--- src/rtl/assert_macros.svh ---
// Assertion macros for the split and dividend adjustment ratio unit.
// Each macro expands to nothing when SYNTHESIS is defined.
`ifndef ASSERT_MACROS_SVH
`define ASSERT_MACROS_SVH
`ifndef SYNTHESIS
`define SDAR_ASSERT_RST(lbl, clk, rst_n, prop, msg) \
    lbl: assert property (@(posedge clk) disable iff (!rst_n) prop) else $error(msg);
`define SDAR_ASSERT_ALW(lbl, clk, prop, msg) \
    lbl: assert property (@(posedge clk) prop) else $error(msg);
`else
`define SDAR_ASSERT_RST(lbl, clk, rst_n, prop, msg)
`define SDAR_ASSERT_ALW(lbl, clk, prop, msg)
`endif
`endif

--- src/rtl/sdar_pkg.sv ---
// Package for the split and dividend adjustment ratio unit: widths, fixed-point
// constants, controller states and the command/status structs.
// No dependencies.
`timescale 1ns / 1ps
package sdar_pkg;

    localparam int RATIO_FRAC_BITS = 24;
    localparam int RATIO_W         = 32;
    localparam int PRICE_W         = 40;
    localparam int PROD_W          = 2 * RATIO_W;
    localparam int DIV_CNT_W       = $clog2(RATIO_FRAC_BITS);

    localparam logic [RATIO_W-1:0] RATIO_ONE  = {{(RATIO_W-1){1'b0}}, 1'b1} << RATIO_FRAC_BITS;
    localparam logic [PROD_W-1:0]  ROUND_HALF =
        {{(PROD_W-1){1'b0}}, 1'b1} << (RATIO_FRAC_BITS - 1);
    localparam logic [DIV_CNT_W-1:0] DIV_LAST = DIV_CNT_W'(RATIO_FRAC_BITS - 1);

    localparam logic MUL_SPLIT = 1'b0;
    localparam logic MUL_DIV   = 1'b1;

    typedef enum logic [2:0] {
        ST_IDLE,
        ST_DIV,
        ST_MUL_S,
        ST_RND_S,
        ST_MUL_D,
        ST_RND_D,
        ST_DONE
    } t_state;

    typedef struct packed {
        logic load;
        logic div_step;
        logic mul_en;
        logic mul_sel;
        logic rnd_split;
        logic rnd_div;
        logic out_load;
    } t_cmd;

    typedef struct packed {
        logic out_free;
    } t_sts;

endpackage

--- src/rtl/sdar_ctrl.sv ---
// Controller for the split and dividend adjustment ratio unit.
// Sequences divide, multiply, round and output steps. Uses sdar_pkg.
`timescale 1ns / 1ps
module sdar_ctrl (
    input  logic          i_clk,
    input  logic          i_rst_n,
    input  logic          i_in_valid,
    output logic          o_in_stall,
    input  sdar_pkg::t_sts i_sts,
    output sdar_pkg::t_cmd o_cmd
);
    import sdar_pkg::*;

    t_state               r_state, n_state;
    logic [DIV_CNT_W-1:0] r_cnt, n_cnt;

    always_ff @(posedge i_clk) begin
        if (!i_rst_n) begin
            r_state <= ST_IDLE;
            r_cnt   <= '0;
        end else begin
            r_state <= n_state;
            r_cnt   <= n_cnt;
        end
    end

    always_comb begin
        n_state = r_state;
        n_cnt   = r_cnt;
        case (r_state)
            ST_IDLE: begin
                n_cnt = '0;
                if (i_in_valid) begin
                    n_state = ST_DIV;
                end
            end
            ST_DIV: begin
                n_cnt = r_cnt + 1'b1;
                if (r_cnt == DIV_LAST) begin
                    n_state = ST_MUL_S;
                end
            end
            ST_MUL_S: n_state = ST_RND_S;
            ST_RND_S: n_state = ST_MUL_D;
            ST_MUL_D: n_state = ST_RND_D;
            ST_RND_D: n_state = ST_DONE;
            ST_DONE: begin
                if (i_sts.out_free) begin
                    n_state = ST_IDLE;
                end
            end
            default: n_state = ST_IDLE;
        endcase
    end

    always_comb begin
        o_cmd      = '0;
        o_in_stall = 1'b1;
        case (r_state)
            ST_IDLE: begin
                o_in_stall = 1'b0;
                o_cmd.load = i_in_valid;
            end
            ST_DIV: o_cmd.div_step = 1'b1;
            ST_MUL_S: begin
                o_cmd.mul_en  = 1'b1;
                o_cmd.mul_sel = MUL_SPLIT;
            end
            ST_RND_S: o_cmd.rnd_split = 1'b1;
            ST_MUL_D: begin
                o_cmd.mul_en  = 1'b1;
                o_cmd.mul_sel = MUL_DIV;
            end
            ST_RND_D: o_cmd.rnd_div = 1'b1;
            ST_DONE: o_cmd.out_load = i_sts.out_free;
            default: o_cmd = '0;
        endcase
    end

endmodule

--- src/rtl/sdar_dpath.sv ---
// Datapath for the split and dividend adjustment ratio unit: restoring
// divider, shared multiplier, rounding, running products, output register.
// Uses sdar_pkg.
`timescale 1ns / 1ps
module sdar_dpath (
    input  logic                         i_clk,
    input  logic                         i_rst_n,
    input  sdar_pkg::t_cmd               i_cmd,
    output sdar_pkg::t_sts               o_sts,
    input  logic [sdar_pkg::RATIO_W-1:0] i_split_factor,
    input  logic                         i_split_present,
    input  logic [sdar_pkg::PRICE_W-1:0] i_dividend_amount,
    input  logic                         i_dividend_present,
    input  logic [sdar_pkg::PRICE_W-1:0] i_older_close,
    input  logic                         i_restart,
    input  logic                         i_out_stall,
    output logic                         o_out_valid,
    output logic [sdar_pkg::RATIO_W-1:0] o_split_ratio_out,
    output logic [sdar_pkg::RATIO_W-1:0] o_dividend_ratio_out,
    output logic                         o_saturated,
    output logic                         o_bad_close
);
    import sdar_pkg::*;

    logic [RATIO_W-1:0]         r_split_factor;
    logic                       r_split_present;
    logic                       r_div_present;
    logic                       r_bad;
    logic [PRICE_W-1:0]         r_den;
    logic [PRICE_W-1:0]         r_rem;
    logic [RATIO_FRAC_BITS-1:0] r_quo;
    logic [RATIO_W-1:0]         r_split_prod;
    logic [RATIO_W-1:0]         r_div_prod;
    logic [PROD_W-1:0]          r_prod;
    logic                       r_sat;
    logic                       r_out_valid;
    logic [RATIO_W-1:0]         r_out_split;
    logic [RATIO_W-1:0]         r_out_div;
    logic                       r_out_sat;
    logic                       r_out_bad;

    logic [PRICE_W:0]   w_rem2;
    logic [PRICE_W:0]   w_diff;
    logic               w_ge;
    logic [RATIO_W-1:0] w_factor;
    logic [RATIO_W-1:0] w_mul_a;
    logic [RATIO_W-1:0] w_mul_b;
    logic [PROD_W-1:0]  w_rnd;
    logic [PROD_W-1:0]  w_shr;
    logic               w_ovf;
    logic [RATIO_W-1:0] w_rnd_val;

    assign w_rem2 = {r_rem, 1'b0};
    assign w_diff = w_rem2 - {1'b0, r_den};
    assign w_ge   = (w_rem2 >= {1'b0, r_den});

    assign w_factor = r_bad ? '0 : (RATIO_ONE - RATIO_W'(r_quo));
    assign w_mul_a  = (i_cmd.mul_sel == MUL_DIV) ? r_div_prod : r_split_prod;
    assign w_mul_b  = (i_cmd.mul_sel == MUL_DIV) ? w_factor : r_split_factor;

    assign w_rnd     = r_prod + ROUND_HALF;
    assign w_shr     = w_rnd >> RATIO_FRAC_BITS;
    assign w_ovf     = |w_shr[PROD_W-1:RATIO_W];
    assign w_rnd_val = w_ovf ? '1 : w_shr[RATIO_W-1:0];

    assign o_sts.out_free = !r_out_valid || !i_out_stall;

    always_ff @(posedge i_clk) begin
        if (!i_rst_n) begin
            r_split_prod <= RATIO_ONE;
            r_div_prod   <= RATIO_ONE;
            r_out_valid  <= 1'b0;
        end else begin
            if (i_cmd.load) begin
                if (i_restart) begin
                    r_split_prod <= RATIO_ONE;
                    r_div_prod   <= RATIO_ONE;
                end
            end
            if (i_cmd.rnd_split && r_split_present) begin
                r_split_prod <= w_rnd_val;
            end
            if (i_cmd.rnd_div && r_div_present) begin
                r_div_prod <= w_rnd_val;
            end
            if (i_cmd.out_load) begin
                r_out_valid <= 1'b1;
            end else if (!i_out_stall) begin
                r_out_valid <= 1'b0;
            end
        end
    end

    always_ff @(posedge i_clk) begin
        if (i_cmd.load) begin
            r_split_factor  <= i_split_factor;
            r_split_present <= i_split_present;
            r_div_present   <= i_dividend_present;
            r_bad           <= i_dividend_present && (i_older_close <= i_dividend_amount);
            r_den           <= i_older_close;
            r_rem           <= i_dividend_amount;
            r_quo           <= '0;
            r_sat           <= 1'b0;
        end
        if (i_cmd.div_step) begin
            r_rem <= w_ge ? w_diff[PRICE_W-1:0] : w_rem2[PRICE_W-1:0];
            r_quo <= {r_quo[RATIO_FRAC_BITS-2:0], w_ge};
        end
        if (i_cmd.mul_en) begin
            r_prod <= PROD_W'(w_mul_a) * PROD_W'(w_mul_b);
        end
        if ((i_cmd.rnd_split && r_split_present) || (i_cmd.rnd_div && r_div_present)) begin
            r_sat <= r_sat || w_ovf;
        end
        if (i_cmd.out_load) begin
            r_out_split <= r_split_prod;
            r_out_div   <= r_div_prod;
            r_out_sat   <= r_sat;
            r_out_bad   <= r_bad;
        end
    end

    assign o_out_valid          = r_out_valid;
    assign o_split_ratio_out    = r_out_split;
    assign o_dividend_ratio_out = r_out_div;
    assign o_saturated          = r_out_sat;
    assign o_bad_close          = r_out_bad;

endmodule

--- src/rtl/split_dividend_adjust_ratios_unit.sv ---
// A beat passes through the restoring divider (one quotient bit a cycle), then the
// shared multiplier and rounding, for the split and then the dividend product; a new
// beat is taken only after the result has been loaded into the output register.
// The output register holds a result while the next beat is taken.
// Reset: synchronous, active low; both running products return to 1.0.
`timescale 1ns / 1ps
`include "assert_macros.svh"
module split_dividend_adjust_ratios_unit (
    input  logic                         i_clk,
    input  logic                         i_rst_n,
    input  logic                         i_in_valid,
    output logic                         o_in_stall,
    input  logic [sdar_pkg::RATIO_W-1:0] i_split_factor,
    input  logic                         i_split_present,
    input  logic [sdar_pkg::PRICE_W-1:0] i_dividend_amount,
    input  logic                         i_dividend_present,
    input  logic [sdar_pkg::PRICE_W-1:0] i_older_close,
    input  logic                         i_restart,
    output logic                         o_out_valid,
    input  logic                         i_out_stall,
    output logic [sdar_pkg::RATIO_W-1:0] o_split_ratio_out,
    output logic [sdar_pkg::RATIO_W-1:0] o_dividend_ratio_out,
    output logic                         o_saturated,
    output logic                         o_bad_close
);
    import sdar_pkg::*;

    t_cmd w_cmd;
    t_sts w_sts;

    sdar_ctrl u_ctrl (
        .i_clk      (i_clk),
        .i_rst_n    (i_rst_n),
        .i_in_valid (i_in_valid),
        .o_in_stall (o_in_stall),
        .i_sts      (w_sts),
        .o_cmd      (w_cmd)
    );

    sdar_dpath u_dpath (
        .i_clk                (i_clk),
        .i_rst_n              (i_rst_n),
        .i_cmd                (w_cmd),
        .o_sts                (w_sts),
        .i_split_factor       (i_split_factor),
        .i_split_present      (i_split_present),
        .i_dividend_amount    (i_dividend_amount),
        .i_dividend_present   (i_dividend_present),
        .i_older_close        (i_older_close),
        .i_restart            (i_restart),
        .i_out_stall          (i_out_stall),
        .o_out_valid          (o_out_valid),
        .o_split_ratio_out    (o_split_ratio_out),
        .o_dividend_ratio_out (o_dividend_ratio_out),
        .o_saturated          (o_saturated),
        .o_bad_close          (o_bad_close)
    );

    `SDAR_ASSERT_ALW(a_reset_idle, i_clk, !i_rst_n |=> (!o_out_valid && !o_in_stall), "reset did not idle the unit")
    `SDAR_ASSERT_RST(a_no_overwrite, i_clk, i_rst_n, w_cmd.out_load |-> w_sts.out_free, "output register overwritten")
    `SDAR_ASSERT_RST(a_one_cmd, i_clk, i_rst_n, $onehot0({w_cmd.load, w_cmd.div_step, w_cmd.mul_en, w_cmd.rnd_split, w_cmd.rnd_div, w_cmd.out_load}), "more than one datapath command")
    `SDAR_ASSERT_RST(a_busy_after_beat, i_clk, i_rst_n, (i_in_valid && !o_in_stall) |=> (o_in_stall && !w_cmd.load), "second beat taken while busy")

endmodule

--- config.mk ---
export PLATFORM = sky130hd
export DESIGN_NAME = split_dividend_adjust_ratios_unit
export DESIGN_NICKNAME = d
export VERILOG_FILES = /design/src/rtl/sdar_pkg.sv /design/src/rtl/sdar_ctrl.sv /design/src/rtl/sdar_dpath.sv /design/src/rtl/split_dividend_adjust_ratios_unit.sv
export VERILOG_INCLUDE_DIRS = /design/src /design/src/rtl
export SDC_FILE = /design/constraint.sdc
export NUM_CORES = 2
export LEC_CHECK = 0
export BUFFER_PORTS_ARGS = -buffer_cell sky130_fd_sc_hd__buf_2
export CAP_MARGIN = 5
export CORE_UTILIZATION = 45
export DETAILED_ROUTE_END_ITERATION = 10
export RECOVER_POWER = 25
export SLEW_MARGIN = 0
export SYNTH_ARGS = -nofsm -noshare
export SYNTH_HDL_FRONTEND = slang
export SYNTH_HIERARCHICAL = 1
export SYNTH_SLANG_ARGS = --single-unit
--- constraint.sdc ---
create_clock -name i_clk -period 12.72 [get_ports i_clk]
set_clock_uncertainty 0.2 [all_clocks]
set_input_delay 2.544 -clock i_clk [delete_from_list [all_inputs] [get_ports i_clk]]
set_output_delay 2.544 -clock i_clk [all_outputs]
set_load 0.1 [all_outputs]
# Word-level counts from Yosys, hierarchy flattened
# Index checks and enable logic that the tools add are counted.
[classes] n_addsub=4 multipliers=1 order_cmp=2 eq_ne=11 n_mux=29 n_reduce_logical=20
[ops] op="32-bit two-way mux" n=8
[ops] op="40-bit two-way mux" n=3
[ops] op="64-bit by 24-bit adder with 64-bit output, second input constant" n=1
[ops] op="32-bit by 32-bit multiplier with 64-bit output" n=1
[ops] op="24-bit two-way mux" n=2
[ops] op="41-bit by 40-bit greater-or-equal comparator with 1-bit output" n=1
[ops] op="40-bit less-or-equal comparator" n=1
[ops] op="40-bit subtractor" n=1
[ops] op="25-bit by 24-bit subtractor with 26-bit output, first input constant" n=1
[ops] op="3-bit one-hot mux with 7 select lines" n=1
[ops] op="2-bit nonzero test" n=7
[ops] op="1-bit two-way mux" n=10
[ops] op="5-bit one-hot mux with 2 select lines" n=1
[ops] op="3-bit == test, second input constant" n=3
[ops] op="3-bit two-way mux" n=3
[ops] op="8-bit OR reduction" n=1
[ops] op="3-bit by 2-bit == test with 1-bit output, second input constant" n=2
[ops] op="2-bit by 1-bit inequality test with 1-bit output, second input constant" n=3
[ops] op="5-bit by 1-bit adder with 5-bit output, second input constant" n=1
[ops] op="5-bit == test, second input constant" n=1
[ops] op="2-bit one-hot mux with 2 select lines" n=1
[ops] op="2-bit AND reduction" n=2
[ops] op="3-bit by 1-bit == test with 1-bit output, second input constant" n=1
[ops] op="1-bit logical AND" n=3
[ops] op="other kinds (5)" n=8
[word_totals] register_bits=343 in_bits=119 word_cells=85

# Depth between registers and ports, before layout
[depth] ltp_word=5 ltp_mapped=37

# Hierarchy
# The synthesis kept the hierarchy.
[modules_own_cells] mod="sdar_dpath" instances=1 cells_per_inst=5299 area_per_inst_um2=48713.0 seq_area_each_um2=8718.4
[modules_own_cells] mod="sdar_ctrl" instances=1 cells_per_inst=62 area_per_inst_um2=471.7 seq_area_each_um2=160.2

# Worst setup path before layout
# No wires, ideal clock.
[synth_timing] kind="reg2reg" start="reg u_ctrl.r_state[1]" end="reg u_dpath.r_prod[63] (data pin)" setup_time_ns=0.260 t_arrival_ns=9.158 path_slack_ns=3.102 path_stages_with_launch=34 n_path_buf=7 synth_period_minus_slack_ns=9.618 cell_sequence="dfxtp_1 -> clkbuf_1 -> nor3_1 -> clkbuf_1 -> clkbuf_1 -> clkbuf_1 -> clkbuf_1 -> a21o_1 -> clkbuf_1 -> nand2_1 -> fa_1 -> inv_1 -> fa_1 -> inv_1 -> fa_1 -> fa_1 -> inv_1 -> fa_1 -> fa_1 -> fa_1 -> inv_1 -> fa_1 -> inv_1 -> ha_1 -> clkbuf_1 -> nand4_1 -> or4_1 -> nor3_1 -> o31a_1 -> a211oi_1 -> a21oi_1 -> and4_1 -> o41a_1 -> xnor2_1"
[synth_rtl] element="from (decl)" line="sdar_ctrl.sv:14" source="t_state r_state, n_state;"
[synth_rtl] element="from (signal assigned)" line="sdar_ctrl.sv:22" source="r_state <= n_state;"
[synth_rtl] element="to (signal assigned)" line="sdar_dpath.sv:110" source="r_prod <= PROD_W'(w_mul_a) * PROD_W'(w_mul_b);"
[synth_rtl] element="to (decl)" line="sdar_dpath.sv:34" source="logic [PROD_W-1:0] r_prod;"

==> results.tsv <==
stage	metric	value	unit
outcome	run status	finished with violations	
outcome	violated checks	capacitance limit, slew limit	
global_route	number of global-route vias before repair	38500	
clock_network	CTS tree	built	
finish	Reg area	8880	um^2
sta	Max Fclk	84.2	MHz
finish	share of cells above drive strength 1	0.0716	
sta	final hold violation count	0	
min_path	Hold/Removal Path Class	reg2reg	
finish	fin nets	6791	
clock_network	hold_buf cts	0	
finish	fin area	53000	um^2
placement	area of placed instances	51700	um^2
routing	DR vias	37600	
synth	prevailing post-synth register cell	edfxtp_1	
placement	Final Wtd Congestion	0.949	
global_route	busiest grt layer	met2	
clock_network	Root Driver	clkbuf_16	
die	die height	333	um
synth	area leader, netlist	fa_1	
setup_path	Crit. End Element	flop	
finish	commonest cells after routing, fill and taps aside	1093 x inv_1, 896 x fa_1, 765 x nand2_1	
synth	EDFF count, synth	247	
sta	setup TNS	0	ns
finish	Layout fillers	10200	
sta	Slew @ Worst Pin	2.38	ns
routing	ANT nets after route	0	
synth	Synth Register Bits	320	
setup_path	Critical Path AT	12.01	ns
sta	Rel. slew slack	-0.588	
clock_network	worst-skew pair later-pin latency	0.59	ns
global_route	met2 usage	0.435	
clock_network	post-CTS resize count	0	
die	core area	108000	um^2
finish	commonest non-fill, non-tap cell in the layout	inv_1	
min_path	HP Start	u_dpath/r_split_prod[8]	
sta	RSZ-0062 raised after global routing	false	
synth	Post-Syn Instances	5361	
placement	port bufs	186	
finish	synthesis-to-finish area growth	7.78	%
setup_path	startpoint types	flop	
sta	max-slew violation count	42	
placement	pre-CTS setup slack	0.960	ns
synth	Mapped Area	49200	um^2
setup_path	CP max stage delay	1.04	ns
clock_network	TritonCTS Buffers	39	
die	initial core utilization	0.457	
global_route	first-pass GRT wire length	236	mm
global_route	GR Util met1	0.409	
setup_path	Critical Path RT	12.86	ns
routing	vias per cell	5.48	
die	row cnt	120	
global_route	initial antenna violation count	4	
global_route	Tot GR Track Use	0.282	
setup_path	CP max stage cell	clkinv_1	
clock_network	postcts setup bufs	0	
placement	DP HPWL	124	mm
power	maximum vdd drop	0.108	mV
sta	Final setup viols	0	
synth	post-synthesis sequential area ratio	0.181	
setup_path	Worst Setup SP	u_ctrl/r_state[2]	
synth	Synth Net Count	6719	
power	Pleak	0.0257	uW
routing	Pre-antenna DRT Iters	5	
global_route	grt total ovfl	0	
die	I/O Pins	187	
sta	min Tclk post-route	11.88	ns
clock_network	clock slew seen by the registers of the worst setup and hold paths	0.06	ns
routing	final wirelength	153	mm
synth	ranking of synthesized cells by area	fa_1 36%, edfxtp_1 15%, ha_1 8.7%	
routing	DR WL/cell	22.3	um
die	Die Span X	333	um
setup_path	CP Max Fanout	30	
clock_network	htree depth	2	
sta	Fin Hold WS	0.280	ns
sta	final setup margin	0.844	ns
setup_path	crit path kind	reg2reg	
synth	Cell variety after synth	85	
clock_network	CTS sink cnt	320	
clock_network	CTS max path bufs	3	
routing	DRC	0	
finish	area of the multi-input gates	35300	um^2
routing	drt first-iter violations	3261	
synth	Synth async-reset ratio	0	
power	pwr dens	121	nW/um^2
setup_path	register-to-register setup slack	0.84	ns
setup_path	CP dominant cell by count	fa_1	
flow_run	maxcap violations	1	
setup_path	Critical R2R Launch	u_ctrl/r_state[2]	
global_route	M3 GR Usage	0.0476	
die	Die Footprint	111000	um^2
global_route	largest net degree at the start of global routing	82	
synth	Yosys top cell area share	0.365	
synth	Ys Warns	6	
synth	syn avg cell area	9.17	um^2
sta	period utilization	0.934	
stage by stage:
step | total power (uW) | utilization | cells
4_1_cts | 6400 | 0.493 | 6867
3_5_place_dp | 5200 | 0.480 | 6795
6_report | 6400 | 0.492 | 6868
5_1_grt | 6890 | 0.492 | 6867
3_3_place_gp | 5180 | 0.480 | 6795
2_1_floorplan | 4080 | - | 5361
area by class of cell:
type,instances,share of cell area
clock inverter,18,0.00420
clock buffer,54,0.0212
antenna,1,0.0000472
tap,1403,0.0331
multi-input combinational,3705,0.666
sequential,320,0.167
timing repair buffer,272,0.0301
inverter,1095,0.0776
Yosys cell counts (all sizes together), types with 6 or more instances:
library cell  number
a31oi             45
nor2b             56
xor2              51
o21a              14
buf               32
nor2             484
nor4              14
a21o             169
or3               17
nand2b            15
clkbuf           209
o211ai            13
a21oi            166
nand2            765
mux2               6
nand3             55
a211oi            11
or2                9
edfxtp           247
o21ai             71
o21bai            19
and2             144
a21boi            69
nor3b              6
nor3              43
or4                7
o31ai              7
and3              16
dfxtp             73
inv             1094
nand4             37
fa               896
xnor2             70
ha               343
path summary, 6_finish.rpt:
kind / end / cells after the start
worst min register to register: u_dpath/r_split_prod[8] / 2
worst max-delay path: u_dpath/r_prod[63] / 29
worst max register to register: u_dpath/r_prod[63] / 29
worst min-delay path: u_dpath/r_split_prod[8] / 2
layer usage:
metal	part of all wire	vias to the layer above
met5	0.00018	-
met1	0.44	19100
met3	0.089	223
met4	0.033	4
li1	-	16700
met2	0.44	1633
cell families (layout without fill, tap and decap cells):
kind of cell | count (synthesis) | after routing | synth area share
compound gates | 646 | 646 | 0.0884
xor+xnor | 121 | 121 | 0.0215
fa+ha+maj | 1239 | 1239 | 0.452
buf+inv | 1336 | 1439 | 0.104
flops | 320 | 320 | 0.181
mux | 11 | 11 | 0.00239
other cells | 0 | 1 | 0
simple gates | 1688 | 1688 | 0.151
power by group:
part	leakage [uW]	total (uW)	internal, uW	switching [uW]
registers	0.00293	1540	1390	150
clock network	0.000654	1150	673	479
logic	0.0221	3710	1320	2390
worst max-delay path: cells and delay by family, from the launching register on:
family / cells / cell delay, ns
adder cells (fa/ha/maj): 9 / 4.35
AO/OA/AOI/OAI: 8 / 3.12
AND/OR/NAND/NOR: 4 / 1.84
buffers and inverters: 7 / 1.44
flip-flops: 1 / 0.49
XOR/XNOR: 1 / 0.12
sequential cells by signal (all words and copies together), names as in the netlist:
register,flops
u_dpath/r_prod,41
u_dpath/r_den,40
u_dpath/r_rem,40
u_dpath/o_dividend_ratio_out,32
u_dpath/o_split_ratio_out,32
u_dpath/r_div_prod,32
u_dpath/r_split_factor,32
u_dpath/r_split_prod,32
u_dpath/r_quo,24
u_ctrl/r_cnt,5
u_ctrl/r_state,3
u_dpath/o_bad_close,1
u_dpath/o_out_valid,1
u_dpath/o_saturated,1
u_dpath/r_bad,1
u_dpath/r_div_present,1
u_dpath/r_sat,1
u_dpath/r_split_present,1
No activity file was read; power rests on OpenSTA's default activity.
